`src/rtl/core/wset_pkg.sv`:
```
// ----------------------------------------------------------------------------
// wset_pkg
// Shared types and constants for the weight sorted edge table: request and
// status codes, controller states and the command/status bundles between the
// controller and the datapath.
// ----------------------------------------------------------------------------
package wset_pkg;

  localparam int CAPACITY_DEF = 64;

  localparam int VERT_W   = 10;
  localparam int WEIGHT_W = 32;
  localparam int EDGE_W   = 2 * VERT_W + WEIGHT_W;
  localparam int POS_W    = 6;
  localparam int CNT_W    = 7;
  localparam int S_DATA_W = 56;
  localparam int M_DATA_W = 48;

  typedef enum logic [1:0] {
    OP_FRONT  = 2'd0,
    OP_SORTED = 2'd1,
    OP_FIND   = 2'd2,
    OP_REMOVE = 2'd3
  } op_t;

  typedef enum logic [1:0] {
    ST_DONE      = 2'd0,
    ST_NOT_FOUND = 2'd1,
    ST_FULL      = 2'd2
  } status_t;

  typedef enum logic [1:0] {
    RD_IDX    = 2'd0,
    RD_IDX_DN = 2'd1,
    RD_IDX_UP = 2'd2
  } rd_sel_t;

  typedef enum logic [3:0] {
    S_IDLE,
    S_DISPATCH,
    S_SCAN_RD,
    S_SCAN_CHK,
    S_SHUP_RD,
    S_SHUP_WR,
    S_SHDN_RD,
    S_SHDN_WR,
    S_RESP
  } state_t;

  typedef struct packed {
    logic signed [WEIGHT_W-1:0] w;
    logic [VERT_W-1:0]          b;
    logic [VERT_W-1:0]          a;
  } edge_t;

  typedef struct packed {
    logic    load_req;
    logic    idx_clear;
    logic    idx_inc;
    logic    idx_dec;
    logic    idx_from_count;
    logic    pos_zero;
    logic    pos_from_idx;
    logic    rd;
    rd_sel_t rd_sel;
    logic    wr_shift;
    logic    wr_new;
    logic    cnt_inc;
    logic    cnt_dec;
    logic    res_set;
    status_t res_code;
    logic    res_keep_w;
    logic    out_load;
  } cmd_t;

  typedef struct packed {
    op_t  op;
    logic full;
    logic scan_end;
    logic hit;
    logic up_done;
    logic dn_done;
    logic out_free;
  } stat_t;

endpackage

```
`src/rtl/core/wset_ctrl.sv`:
```
// ----------------------------------------------------------------------------
// wset_ctrl
// Sequencer for the edge table: dispatches a request, steps the scan and the
// shift loops one entry at a time and hands the result to the output word.
// ----------------------------------------------------------------------------
module wset_ctrl
  import wset_pkg::*;
(
  input  logic  clk,
  input  logic  rst,
  input  logic  s_tvalid,
  input  stat_t stat,
  output logic  s_tready,
  output cmd_t  cmd
);

  state_t state, state_next;

  always_ff @(posedge clk) begin
    if (rst) begin
      state <= S_IDLE;
    end else begin
      state <= state_next;
    end
  end

  always_comb begin
    state_next = state;
    unique case (state)
      S_IDLE: begin
        if (s_tvalid) state_next = S_DISPATCH;
      end
      S_DISPATCH: begin
        if (stat.op == OP_FRONT || stat.op == OP_SORTED) begin
          if (stat.full) state_next = S_RESP;
          else if (stat.op == OP_FRONT) state_next = S_SHUP_RD;
          else state_next = S_SCAN_RD;
        end else begin
          state_next = S_SCAN_RD;
        end
      end
      S_SCAN_RD: begin
        if (!stat.scan_end) state_next = S_SCAN_CHK;
        else if (stat.op == OP_SORTED) state_next = S_SHUP_RD;
        else state_next = S_RESP;
      end
      S_SCAN_CHK: begin
        if (!stat.hit) state_next = S_SCAN_RD;
        else if (stat.op == OP_REMOVE) state_next = S_SHDN_RD;
        else if (stat.op == OP_FIND) state_next = S_RESP;
        else state_next = S_SHUP_RD;
      end
      S_SHUP_RD: begin
        if (stat.up_done) state_next = S_RESP;
        else state_next = S_SHUP_WR;
      end
      S_SHUP_WR: state_next = S_SHUP_RD;
      S_SHDN_RD: begin
        if (stat.dn_done) state_next = S_RESP;
        else state_next = S_SHDN_WR;
      end
      S_SHDN_WR: state_next = S_SHDN_RD;
      S_RESP: begin
        if (stat.out_free) state_next = S_IDLE;
      end
      default: state_next = S_IDLE;
    endcase
  end

  always_comb begin
    cmd      = '0;
    cmd.rd_sel   = RD_IDX;
    cmd.res_code = ST_DONE;
    s_tready = 1'b0;
    unique case (state)
      S_IDLE: begin
        s_tready     = 1'b1;
        cmd.load_req = s_tvalid;
      end
      S_DISPATCH: begin
        if ((stat.op == OP_FRONT || stat.op == OP_SORTED) && stat.full) begin
          cmd.res_set  = 1'b1;
          cmd.res_code = ST_FULL;
        end else if (stat.op == OP_FRONT) begin
          cmd.pos_zero       = 1'b1;
          cmd.idx_from_count = 1'b1;
        end else begin
          cmd.idx_clear = 1'b1;
        end
      end
      S_SCAN_RD: begin
        if (!stat.scan_end) begin
          cmd.rd = 1'b1;
        end else if (stat.op == OP_SORTED) begin
          // ran past every stored edge: append at the tail
          cmd.pos_from_idx   = 1'b1;
          cmd.idx_from_count = 1'b1;
        end else begin
          cmd.res_set  = 1'b1;
          cmd.res_code = ST_NOT_FOUND;
        end
      end
      S_SCAN_CHK: begin
        if (!stat.hit) begin
          cmd.idx_inc = 1'b1;
        end else if (stat.op == OP_SORTED) begin
          cmd.pos_from_idx   = 1'b1;
          cmd.idx_from_count = 1'b1;
        end else begin
          cmd.pos_from_idx = 1'b1;
          cmd.res_set      = 1'b1;
          cmd.res_keep_w   = 1'b1;
        end
      end
      S_SHUP_RD: begin
        if (stat.up_done) begin
          cmd.wr_new  = 1'b1;
          cmd.cnt_inc = 1'b1;
          cmd.res_set = 1'b1;
        end else begin
          cmd.rd     = 1'b1;
          cmd.rd_sel = RD_IDX_DN;
        end
      end
      S_SHUP_WR: begin
        cmd.wr_shift = 1'b1;
        cmd.idx_dec  = 1'b1;
      end
      S_SHDN_RD: begin
        if (stat.dn_done) begin
          cmd.cnt_dec = 1'b1;
        end else begin
          cmd.rd     = 1'b1;
          cmd.rd_sel = RD_IDX_UP;
        end
      end
      S_SHDN_WR: begin
        cmd.wr_shift = 1'b1;
        cmd.idx_inc  = 1'b1;
      end
      S_RESP: begin
        cmd.out_load = stat.out_free;
      end
      default: ;
    endcase
  end

  assert property (@(posedge clk) disable iff (rst)
    (state == S_SHUP_WR) |-> ($past(state) == S_SHUP_RD))
    else $error("shift-up write without a preceding read");

  assert property (@(posedge clk) disable iff (rst)
    (state == S_SHDN_WR) |-> ($past(state) == S_SHDN_RD))
    else $error("shift-down write without a preceding read");

  assert property (@(posedge clk) disable iff (rst)
    (state == S_SCAN_CHK) |-> ($past(state) == S_SCAN_RD))
    else $error("scan check without a read");

endmodule

```
`src/rtl/core/wset_dpath.sv`:
```
// ----------------------------------------------------------------------------
// wset_dpath
// Datapath of the edge table: request registers, the edge memory with one
// write and one registered read port, scan index, count, and result word.
// ----------------------------------------------------------------------------
module wset_dpath
  import wset_pkg::*;
#(
  parameter int CAPACITY = CAPACITY_DEF
)(
  input  logic                clk,
  input  logic                rst,
  input  cmd_t                cmd,
  input  logic [1:0]          s_tuser,
  input  logic [S_DATA_W-1:0] s_tdata,
  input  logic                m_tready,
  output stat_t               stat,
  output logic                m_tvalid,
  output logic [1:0]          m_tuser,
  output logic [M_DATA_W-1:0] m_tdata
);

  localparam int AW = (CAPACITY > 1) ? $clog2(CAPACITY) : 1;
  localparam int CW = $clog2(CAPACITY + 1);

  edge_t mem [CAPACITY];

  op_t     req_op;
  edge_t   req;
  edge_t   rd_edge;
  logic [CW-1:0] count;
  logic [CW-1:0] count_next;
  logic [CW-1:0] idx;
  logic [CW-1:0] idx_rd;
  logic [AW-1:0] pos;
  status_t res_code;
  logic signed [WEIGHT_W-1:0] res_w;

  logic       out_valid;
  status_t    out_status;
  logic signed [WEIGHT_W-1:0] out_w;
  logic [POS_W-1:0] out_pos;
  logic [CNT_W-1:0] out_count;
  logic       out_empty;

  logic [AW-1:0] waddr;
  edge_t         wdata;
  logic          wen;
  logic          less;
  logic          match;
  logic [31:0]   pos_ext;
  logic [31:0]   count_ext;

  // read address select
  always_comb begin
    case (cmd.rd_sel)
      RD_IDX_DN: idx_rd = idx - CW'(1);
      RD_IDX_UP: idx_rd = idx + CW'(1);
      default:   idx_rd = idx;
    endcase
  end

  assign wen   = cmd.wr_shift | cmd.wr_new;
  assign waddr = cmd.wr_new ? pos : idx[AW-1:0];
  assign wdata = cmd.wr_new ? req : rd_edge;

  always_ff @(posedge clk) begin
    if (wen) mem[waddr] <= wdata;
    if (cmd.rd) rd_edge <= mem[idx_rd[AW-1:0]];
  end

  // compare the entry just read against the request
  assign less  = $signed(rd_edge.w) < $signed(req.w);
  assign match = (rd_edge.a == req.a || rd_edge.b == req.a) &&
                 (rd_edge.a == req.b || rd_edge.b == req.b);

  assign stat.op       = req_op;
  assign stat.full     = (count == CW'(CAPACITY));
  assign stat.scan_end = (idx == count);
  assign stat.hit      = (req_op == OP_SORTED) ? !less : match;
  assign stat.up_done  = (idx == CW'(pos));
  assign stat.dn_done  = ((idx + CW'(1)) == count);
  assign stat.out_free = !out_valid || m_tready;

  always_comb begin
    count_next = count;
    if (cmd.cnt_inc) count_next = count + CW'(1);
    else if (cmd.cnt_dec) count_next = count - CW'(1);
  end

  always_ff @(posedge clk) begin
    if (rst) begin
      count     <= '0;
      out_valid <= 1'b0;
    end else begin
      count <= count_next;
      if (cmd.out_load) out_valid <= 1'b1;
      else if (m_tready) out_valid <= 1'b0;
    end
  end

  assign pos_ext   = 32'(pos);
  assign count_ext = 32'(count);

  always_ff @(posedge clk) begin
    if (cmd.load_req) begin
      req_op <= op_t'(s_tuser);
      req    <= edge_t'(s_tdata[EDGE_W-1:0]);
    end
    if (cmd.idx_clear) idx <= '0;
    else if (cmd.idx_from_count) idx <= count;
    else if (cmd.idx_inc) idx <= idx + CW'(1);
    else if (cmd.idx_dec) idx <= idx - CW'(1);
    if (cmd.pos_zero) pos <= '0;
    else if (cmd.pos_from_idx) pos <= idx[AW-1:0];
    if (cmd.res_set) begin
      res_code <= cmd.res_code;
      res_w    <= cmd.res_keep_w ? rd_edge.w : '0;
    end
    if (cmd.out_load) begin
      out_status <= res_code;
      out_w      <= res_w;
      out_pos    <= (res_code == ST_DONE) ? pos_ext[POS_W-1:0] : '0;
      out_count  <= count_ext[CNT_W-1:0];
      out_empty  <= (count == '0);
    end
  end

  assign m_tvalid = out_valid;
  assign m_tuser  = out_status;
  assign m_tdata  = {2'b00, out_empty, out_count, out_pos, out_w};

  assert property (@(posedge clk) disable iff (rst) count <= CW'(CAPACITY))
    else $error("edge count above capacity");

  assert property (@(posedge clk) disable iff (rst)
    cmd.cnt_inc |-> (count != CW'(CAPACITY)))
    else $error("insert into a full table");

  assert property (@(posedge clk) disable iff (rst)
    cmd.cnt_dec |-> (count != '0))
    else $error("remove from an empty table");

  assert property (@(posedge clk) disable iff (rst)
    cmd.out_load |=> m_tvalid)
    else $error("result word lost on load");

endmodule

```
`src/rtl/core/weight_sorted_edge_table.sv`:
```
// ----------------------------------------------------------------------------
// weight_sorted_edge_table
// Ordered table of graph edges (two endpoints and a signed weight) with
// front insert, weight-sorted insert, find and remove, one request at a time.
//
//  channel  dir  handshake          tuser            tdata (low bit up)
//  s_*      in   s_tvalid/s_tready  operation [1:0]  end_a, end_b, weight
//  m_*      out  m_tvalid/m_tready  status [1:0]     match_weight,
//                                                    match_position,
//                                                    entry_count, is_empty
//
// The scan and the shift each move one entry at a time, a read and then a
// check or a write, through the single read port and the single write port
// of the edge memory.
// Reset empties the table at once; stored entries are not cleared.
// A new request is taken while the previous result waits on m_tready; a
// finished request holds in its last state until the result word is free.
// ----------------------------------------------------------------------------
module weight_sorted_edge_table
  import wset_pkg::*;
#(
  parameter int CAPACITY = CAPACITY_DEF
)(
  input  logic                clk,
  input  logic                rst,
  input  logic                s_tvalid,
  output logic                s_tready,
  input  logic [S_DATA_W-1:0] s_tdata,   // end_a[9:0], end_b[19:10], weight[51:20]
  input  logic [1:0]          s_tuser,   // operation[1:0]
  output logic                m_tvalid,
  input  logic                m_tready,
  output logic [M_DATA_W-1:0] m_tdata,   // match_weight[31:0], match_position[37:32],
                                         // entry_count[44:38], is_empty[45]
  output logic [1:0]          m_tuser    // status[1:0]
);

  cmd_t  cmd;
  stat_t stat;

  wset_ctrl u_ctrl (
    .clk      (clk),
    .rst      (rst),
    .s_tvalid (s_tvalid),
    .stat     (stat),
    .s_tready (s_tready),
    .cmd      (cmd)
  );

  wset_dpath #(
    .CAPACITY (CAPACITY)
  ) u_dpath (
    .clk      (clk),
    .rst      (rst),
    .cmd      (cmd),
    .s_tuser  (s_tuser),
    .s_tdata  (s_tdata),
    .m_tready (m_tready),
    .stat     (stat),
    .m_tvalid (m_tvalid),
    .m_tuser  (m_tuser),
    .m_tdata  (m_tdata)
  );

endmodule
```
`config.mk`:
```
export PLATFORM = sky130hd
export DESIGN_NAME = weight_sorted_edge_table
export DESIGN_NICKNAME = d
export VERILOG_FILES = /design/src/rtl/core/wset_pkg.sv /design/src/rtl/core/wset_ctrl.sv /design/src/rtl/core/wset_dpath.sv /design/src/rtl/core/weight_sorted_edge_table.sv
export SDC_FILE = /design/constraint.sdc
export NUM_CORES = 2
export LEC_CHECK = 0
export BUFFER_PORTS_ARGS = -buffer_cell sky130_fd_sc_hd__buf_2
export CORE_MARGIN = 2
export CORE_UTILIZATION = 56
export CTS_CLUSTER_SIZE = 20
export DETAILED_ROUTE_END_ITERATION = 10
export PLACE_DENSITY = 0.77
export SYNTH_ARGS = -nofsm -noshare
export SYNTH_HDL_FRONTEND = slang
export SYNTH_SLANG_ARGS = --single-unit
```
`constraint.sdc`:
```
create_clock -name clk -period 11.84 [get_ports clk]
set_input_delay 1.776 -clock clk [delete_from_list [all_inputs] [get_ports clk]]
set_output_delay 1.776 -clock clk [all_outputs]
set_load 0.01 [all_outputs]
```
# After elaboration in Yosys (flattened, before gate mapping)
# Memory sizes are Yosys's and may differ from the RTL's. A register that Yosys moved wholly into a read port is not among the register bits.
# Index checks and enable logic that the tools add are counted.
# classes
addsub	4
order_cmp	1
n_eq_ne	23
n_mux	63
bitwise	1
reduce_logical	17
# op_table
cell	count
two-way mux 52 bit	1
two-way mux 4 bit	11
equality test 10 bit	4
one-hot mux 4 bit (9 select lines)	1
two-way mux 7 bit	5
less-than comparator 32 bit	1
two-way mux 1 bit	26
two-way mux 3 bit	6
equality test 4 x 3 -> 1 bit (second input constant)	4
adder 7 x 1 -> 7 bit (second input constant)	2
equality test 7 bit	2
subtractor 7 x 1 -> 7 bit (second input constant)	2
one-hot mux 6 bit (2 select lines)	1
equality test 4 x 2 -> 1 bit (second input constant)	2
two-way mux 2 bit	4
one-hot mux 2 bit (2 select lines)	2
equality test 7 x 6 -> 1 bit	1
equality test 7 bit (second input constant)	1
zero test 7 bit	1
equality test 2 bit (second input constant)	3
two-way mux 6 bit	1
one-hot mux 1 bit (3 select lines)	2
equality test 2 x 1 -> 1 bit (second input constant)	2
equality test 4 x 1 -> 1 bit (second input constant)	1
15 further kinds	23
# word_totals
regBits	161
ram_bits	3328
input_bits	62
out_inout_bits	52
elab_cells	126
n_memories	1
# mem_list
memory	words	width	rd	rd_clocked_by_memory_dff	write_ports	line	text
u_dpath.mem	64	52	1	1	1	wset_dpath.sv:26	edge_t mem [CAPACITY];

# Longest topological paths before layout
# logic_depth
word_depth	8
ltp_mapped	21
ltp_nobuf	16

# By module
# From an unflattened synthesis, not the netlist that was laid out.
# unflattened
hier_cells	7151
hier_area_um2	137194.1
# by_module_without_submodules
module	instances	cells_per_inst	area_each_um2	seq_area_each_um2
wset_dpath	1	7080	136666.1	106001.7
wset_ctrl	1	71	528.0	80.1

# Worst setup path after synthesis
# Ideal clock, no wire load.
# synth_path
path_kind	register to register
from	register u_dpath.idx[2]
to	memory u_dpath.mem[0][43] (netlist bit) (data pin)
setup_time_ns	0.703
arrival_ns	4.491
required_time_ns	11.137
setup_slack_ns	6.646
stages_incl_launch_ff	11
n_path_buf	5
synth_period_minus_slack_ns	5.194
path_cell_list	dfxtp_1 > buf_2 > buf_2 > xor2_1 > nor4_1 > nand4_1 > nand2b_1 > clkbuf_1 > clkbuf_1 > clkbuf_1 > o21ai_0
# synth_lines
item	line	text
start, declared	wset_dpath.sv:33	logic [CW-1:0] idx;
start signal, assigned	wset_dpath.sv:111	else if (cmd.idx_from_count) idx <= count;
start signal, assigned	wset_dpath.sv:112	else if (cmd.idx_inc) idx <= idx + CW'(1);
start signal, assigned	wset_dpath.sv:113	else if (cmd.idx_dec) idx <= idx - CW'(1);
end, declared	wset_dpath.sv:26	

# Final worst setup path
# layout_path
from	register u_dpath.idx[3]
to	register, netlist name u_dpath.rd_edge[37]
# layout_between
elab_chain_len	6
word_cells_on_any_way	13
cone_classes	add/sub (2); eq/ne (5); mux (6)
# layout_lines
item	line	text
adder 7 x 1 -> 7 bit	wset_dpath.sv:58	RD_IDX_UP: idx_rd = idx + CW'(1);
equality test 7 bit	wset_dpath.sv:82	assign stat.dn_done = ((idx + CW'(1)) == count);
two-way mux 3 bit	wset_ctrl.sv:130	if (stat.dn_done) begin
one-hot mux 2 bit (2 select lines)	wset_ctrl.sv:75	unique case (state)
equality test 2 bit or equality test 2 x 1 -> 1 bit (tied branches)	wset_dpath.sv:56	case (cmd.rd_sel)
one-hot mux 6 bit (2 select lines)	wset_dpath.sv:56	
# Parallel ways exist; a longest one is shown, timed or not.
# A chain may end at the register's enable or synchronous reset.

==> run_summary.xml <==
<?xml version="1.0" encoding="UTF-8"?>
<metrics>
  <group name="status">
    <metric name="status" unit="">finished clean</metric>
  </group>
  <group name="clocking">
    <metric name="cts-resized-gates" unit="">0</metric>
    <metric name="cts_buffers" unit="">349</metric>
    <metric name="clock_path_buffers" unit="">4</metric>
    <metric name="clk_pin_slew_worst_paths" unit="ps">70</metric>
    <metric name="tritoncts" unit="">built</metric>
    <metric name="cts-hold-fix-buffers" unit="">0</metric>
    <metric name="htreeDepth" unit="">5</metric>
    <metric name="clock_tree_root_driver_cell" unit="">clkbuf_16</metric>
    <metric name="clock_sinks" unit="">3541</metric>
    <metric name="clk-insertion-delay-late" unit="ps">970</metric>
    <metric name="post_cts_buffers" unit="">0</metric>
  </group>
  <group name="timing">
    <metric name="setup_repair_after_global_routing_missed_its_margin" unit="">false</metric>
    <metric name="timing.final.ws_setup" unit="ps">3560</metric>
    <metric name="worst_clock_skew" unit="ps">46.1</metric>
    <metric name="worst_pin_slew" unit="ps">1260</metric>
    <metric name="fin_setup_tns" unit="ps">0</metric>
    <metric name="timing.fmax" unit="GHz">0.121</metric>
    <metric name="fin_crit_sh" unit="%">69.9</metric>
    <metric name="report.final.slew_viol_count" unit="">0</metric>
    <metric name="finalWorstPathRequiredPeriod" unit="ps">8280</metric>
    <metric name="setup_viol_count_final" unit="">0</metric>
    <metric name="timing.max_slew.rel_slack" unit="%">15.8</metric>
    <metric name="finalHoldWorstSlack" unit="ps">419</metric>
    <metric name="hold_violations" unit="">0</metric>
  </group>
  <group name="yosys">
    <metric name="ys_top_cells_by_area" unit="">edfxtp_1, mux4_2, mux2i_1, mux2_2, nor2_1</metric>
    <metric name="commonest_register_cell_after_synthesis" unit="">edfxtp_1</metric>
    <metric name="yosys.cell_count.top_type" unit="">edfxtp_1</metric>
    <metric name="syn_avg_cell_area" unit="um^2">22.3</metric>
    <metric name="syn_inst" unit="">6159</metric>
    <metric name="number_of_enable_flip_flop_cells_after_synthesis" unit="">3516</metric>
    <metric name="yosysUniqueCellTypes" unit="">66</metric>
    <metric name="synth.largest_area_cell" unit="">edfxtp_1</metric>
    <metric name="synthArstFlopShare" unit="%">0</metric>
    <metric name="postSynthRegisterBits" unit="">3541</metric>
    <metric name="number_of_warning_messages_in_the_yosys_log" unit="">0</metric>
    <metric name="synth_common_cells" unit="">edfxtp_1, mux4_2, mux2i_1, nor2_1, buf_2</metric>
    <metric name="combined_area_of_all_synthesized_cells" unit="mm^2">0.137</metric>
    <metric name="post-synth-top-area-fraction" unit="%">76.9</metric>
    <metric name="seq_area_frac_synth" unit="%">77.2</metric>
  </group>
  <group name="floorplan">
    <metric name="io-pin-count" unit="">114</metric>
    <metric name="initial_core_util" unit="%">56.4</metric>
    <metric name="fp.coreArea" unit="mm^2">0.243</metric>
    <metric name="design.die.area" unit="mm^2">0.249</metric>
    <metric name="core.rowCount" unit="">181</metric>
    <metric name="die-width" unit="um">499</metric>
    <metric name="die_height" unit="um">499</metric>
  </group>
  <group name="job">
    <metric name="max-cap-violations" unit="">0</metric>
  </group>
  <group name="power">
    <metric name="power_leakage" unit="nW">48.7</metric>
    <metric name="vdd.ir_drop.worst" unit="mV">0.183</metric>
    <metric name="power.density" unit="mW/mm^2">227</metric>
  </group>
  <group name="grt">
    <metric name="first_pass_grt_wire_length" unit="mm">476</metric>
    <metric name="maximum_number_of_pins_on_one_net_before_global_route_repair" unit="">150</metric>
    <metric name="antenna_found_initial" unit="">11</metric>
    <metric name="grt.overflow.total" unit="">0</metric>
    <metric name="grt_pass1_vias" unit="">67100</metric>
    <metric name="grt_usage" unit="%">26.7</metric>
  </group>
  <group name="drt">
    <metric name="route.vias.total" unit="">66500</metric>
    <metric name="ant_nets" unit="">0</metric>
    <metric name="wl_per_cell" unit="um">33.7</metric>
    <metric name="drc" unit="">0</metric>
    <metric name="drt_iter0_markers" unit="">9606</metric>
    <metric name="routed_wl" unit="mm">334</metric>
    <metric name="via_per_inst" unit="">6.70</metric>
    <metric name="drt_first_pass_iters" unit="">6</metric>
  </group>
  <group name="critical_path">
    <metric name="start_kind" unit="">register</metric>
    <metric name="worstPathRequired" unit="ps">12480</metric>
    <metric name="end_kind" unit="">register</metric>
    <metric name="cp_arrival" unit="ps">8920</metric>
    <metric name="path_max_fanout" unit="">119</metric>
    <metric name="critical_path_class" unit="">reg -&gt; reg</metric>
  </group>
  <group name="placement">
    <metric name="dp.final_hpwl" unit="mm">168</metric>
    <metric name="place.gp.congestion" unit="">0.877</metric>
    <metric name="dpl-instance-area" unit="mm^2">0.143</metric>
    <metric name="post-place-ws" unit="ps">3750</metric>
    <metric name="number_of_instances_in_the_placed_design" unit="">9306</metric>
    <metric name="count_of_input_and_output_buffers" unit="">107</metric>
  </group>
  <group name="cells_and_area">
    <metric name="nets" unit="">6559</metric>
    <metric name="layout.filler_cells" unit="">15200</metric>
    <metric name="final-instance-count-excl-fill" unit="">9917</metric>
    <metric name="final_cell_area" unit="mm^2">0.154</metric>
    <metric name="syn_to_final_growth" unit="%">11.8</metric>
    <metric name="drive_above_1_share" unit="%">27.1</metric>
  </group>
  <group name="min_path">
    <metric name="hold_class" unit="">reg -&gt; reg</metric>
  </group>
</metrics>
## worst max-delay path, stage by stage, from the launching register on
cell and delay [ps]:
dfxtp_1 860, nand3_1 980, or3_1 660, a2111oi_1 520, a311oi_1 300, inv_1 110, ha_1 470, nor3_1 150
a21oi_4 620, buf_12 330, buf_12 640, mux4_2 610, mux2i_1 190, mux2i_1 160, a22oi_1 770, o221ai_1 300
## layout make-up
type / count / area (um^2) / share of cell area [%]
timing repair buffer: 268 / 1960 / 1.27
inverter: 46 / 173 / 0.112
sequential: 3541 / 106000 / 69.1
antenna: 1 / 2.50 / 0.00163
clock buffer: 406 / 9070 / 5.91
clock inverter: 203 / 1740 / 1.13
tap: 3202 / 4010 / 2.61
multi-input combinational: 2250 / 30600 / 19.9
## sequential cells by signal (all words and copies together), names as in the netlist
signal and flops:
u_dpath.mem 3328, u_dpath.rd_edge 52, u_dpath.req 52, u_dpath.out_w 32
u_dpath.res_w 32, u_dpath.count 7, u_dpath.idx 7, u_dpath.out_count 7
u_dpath.out_pos 6, u_dpath.pos 6, u_ctrl.state 4, u_dpath.m_tuser 2
u_dpath.req_op 2, u_dpath.res_code 2, u_dpath.m_tvalid 1, u_dpath.out_empty 1
## logic make-up (layout without fill, tap and decap cells)
family,count (synthesis),count (layout),synth area share (%)
XOR/XNOR,69,69,0.450
other,1,3,0.00273
multiplexers,1384,1384,17.8
adder cells (fa/ha/maj),41,41,0.379
AO/OA/AOI/OAI,329,329,1.56
AND/OR/NAND/NOR,425,425,1.39
buffers and inverters,369,923,1.21
flip-flops,3541,3541,77.2
## final timing paths
| kind | start | to | slack (ps) | depth (start not counted) |
|---|---|---|---|---|
| setup reg to reg | u_dpath.idx[3]$_SDFFE_PP0P_ | u_dpath.rd_edge[37]$_DFFE_PP_ | 3560 | 15 |
| setup / recovery | u_dpath.idx[3]$_SDFFE_PP0P_ | u_dpath.rd_edge[37]$_DFFE_PP_ | 3560 | 15 |
| hold / removal | u_dpath.res_w[12]$_SDFFCE_PN0P_ | u_dpath.out_w[12]$_DFFE_PP_ | 420 | 0 |
| hold reg to reg | u_dpath.res_w[12]$_SDFFCE_PN0P_ | u_dpath.out_w[12]$_DFFE_PP_ | 420 | 0 |
## routing by layer
layer | up-vias | track usage (%) | share of wire, %
met5 | - | 0 | 0.011
li1 | 26400 | - | -
met2 | 4471 | 42.8 | 48
met3 | 705 | 7.03 | 12
met1 | 34900 | 36.6 | 36
met4 | 6 | 8.18 | 3.2
## power by group
part / internal (mW) / switching, mW / total, mW
clock network: 6.10 / 4.56 / 10.7
logic: 3.31 / 5.27 / 8.57
registers: 15.3 / 0.255 / 15.6
## cell usage in the layout (no fill, tap or decap), types with 5 or more instances in the layout
| cell type | count |
|---|---|
| buf_4 | 144 |
| nand4_1 | 11 |
| buf_2 | 107 |
| ha_1 | 40 |
| o21ai_0 | 12 |
| mux2i_1 | 427 |
| clkinvlp_4 | 13 |
| o21ai_4 | 32 |
| and2_1 | 7 |
| buf_12 | 17 |
| clkinv_2 | 71 |
| xor2_1 | 43 |
| clkbuf_1 | 51 |
| clkbuf_16 | 355 |
| or3_1 | 5 |
| dfxtp_1 | 25 |
| clkinv_1 | 77 |
| nand2b_1 | 14 |
| nand2_1 | 64 |
| o21a_1 | 5 |
| and3_1 | 35 |
| a22oi_1 | 54 |
| mux4_2 | 832 |
| inv_6 | 7 |
| nor3_1 | 18 |
| edfxtp_1 | 3516 |
| mux2_2 | 125 |
| a21oi_1 | 129 |
| xnor2_1 | 25 |
| nor4_1 | 13 |
| nand3_1 | 20 |
| o221ai_1 | 52 |
| nor2_4 | 66 |
| inv_1 | 46 |
| bufinv_16 | 29 |
| nor2_1 | 152 |
## through the flow
step,utilization [%],total power [mW]
2_1_floorplan,-,21.7
3_3_place_gp,58.6,24.0
3_5_place_dp,58.6,24.2
4_1_cts,63.1,34.8
5_1_grt,63.1,35.9
6_report,63.1,34.8
No activity file was read; power rests on OpenSTA's default activity.
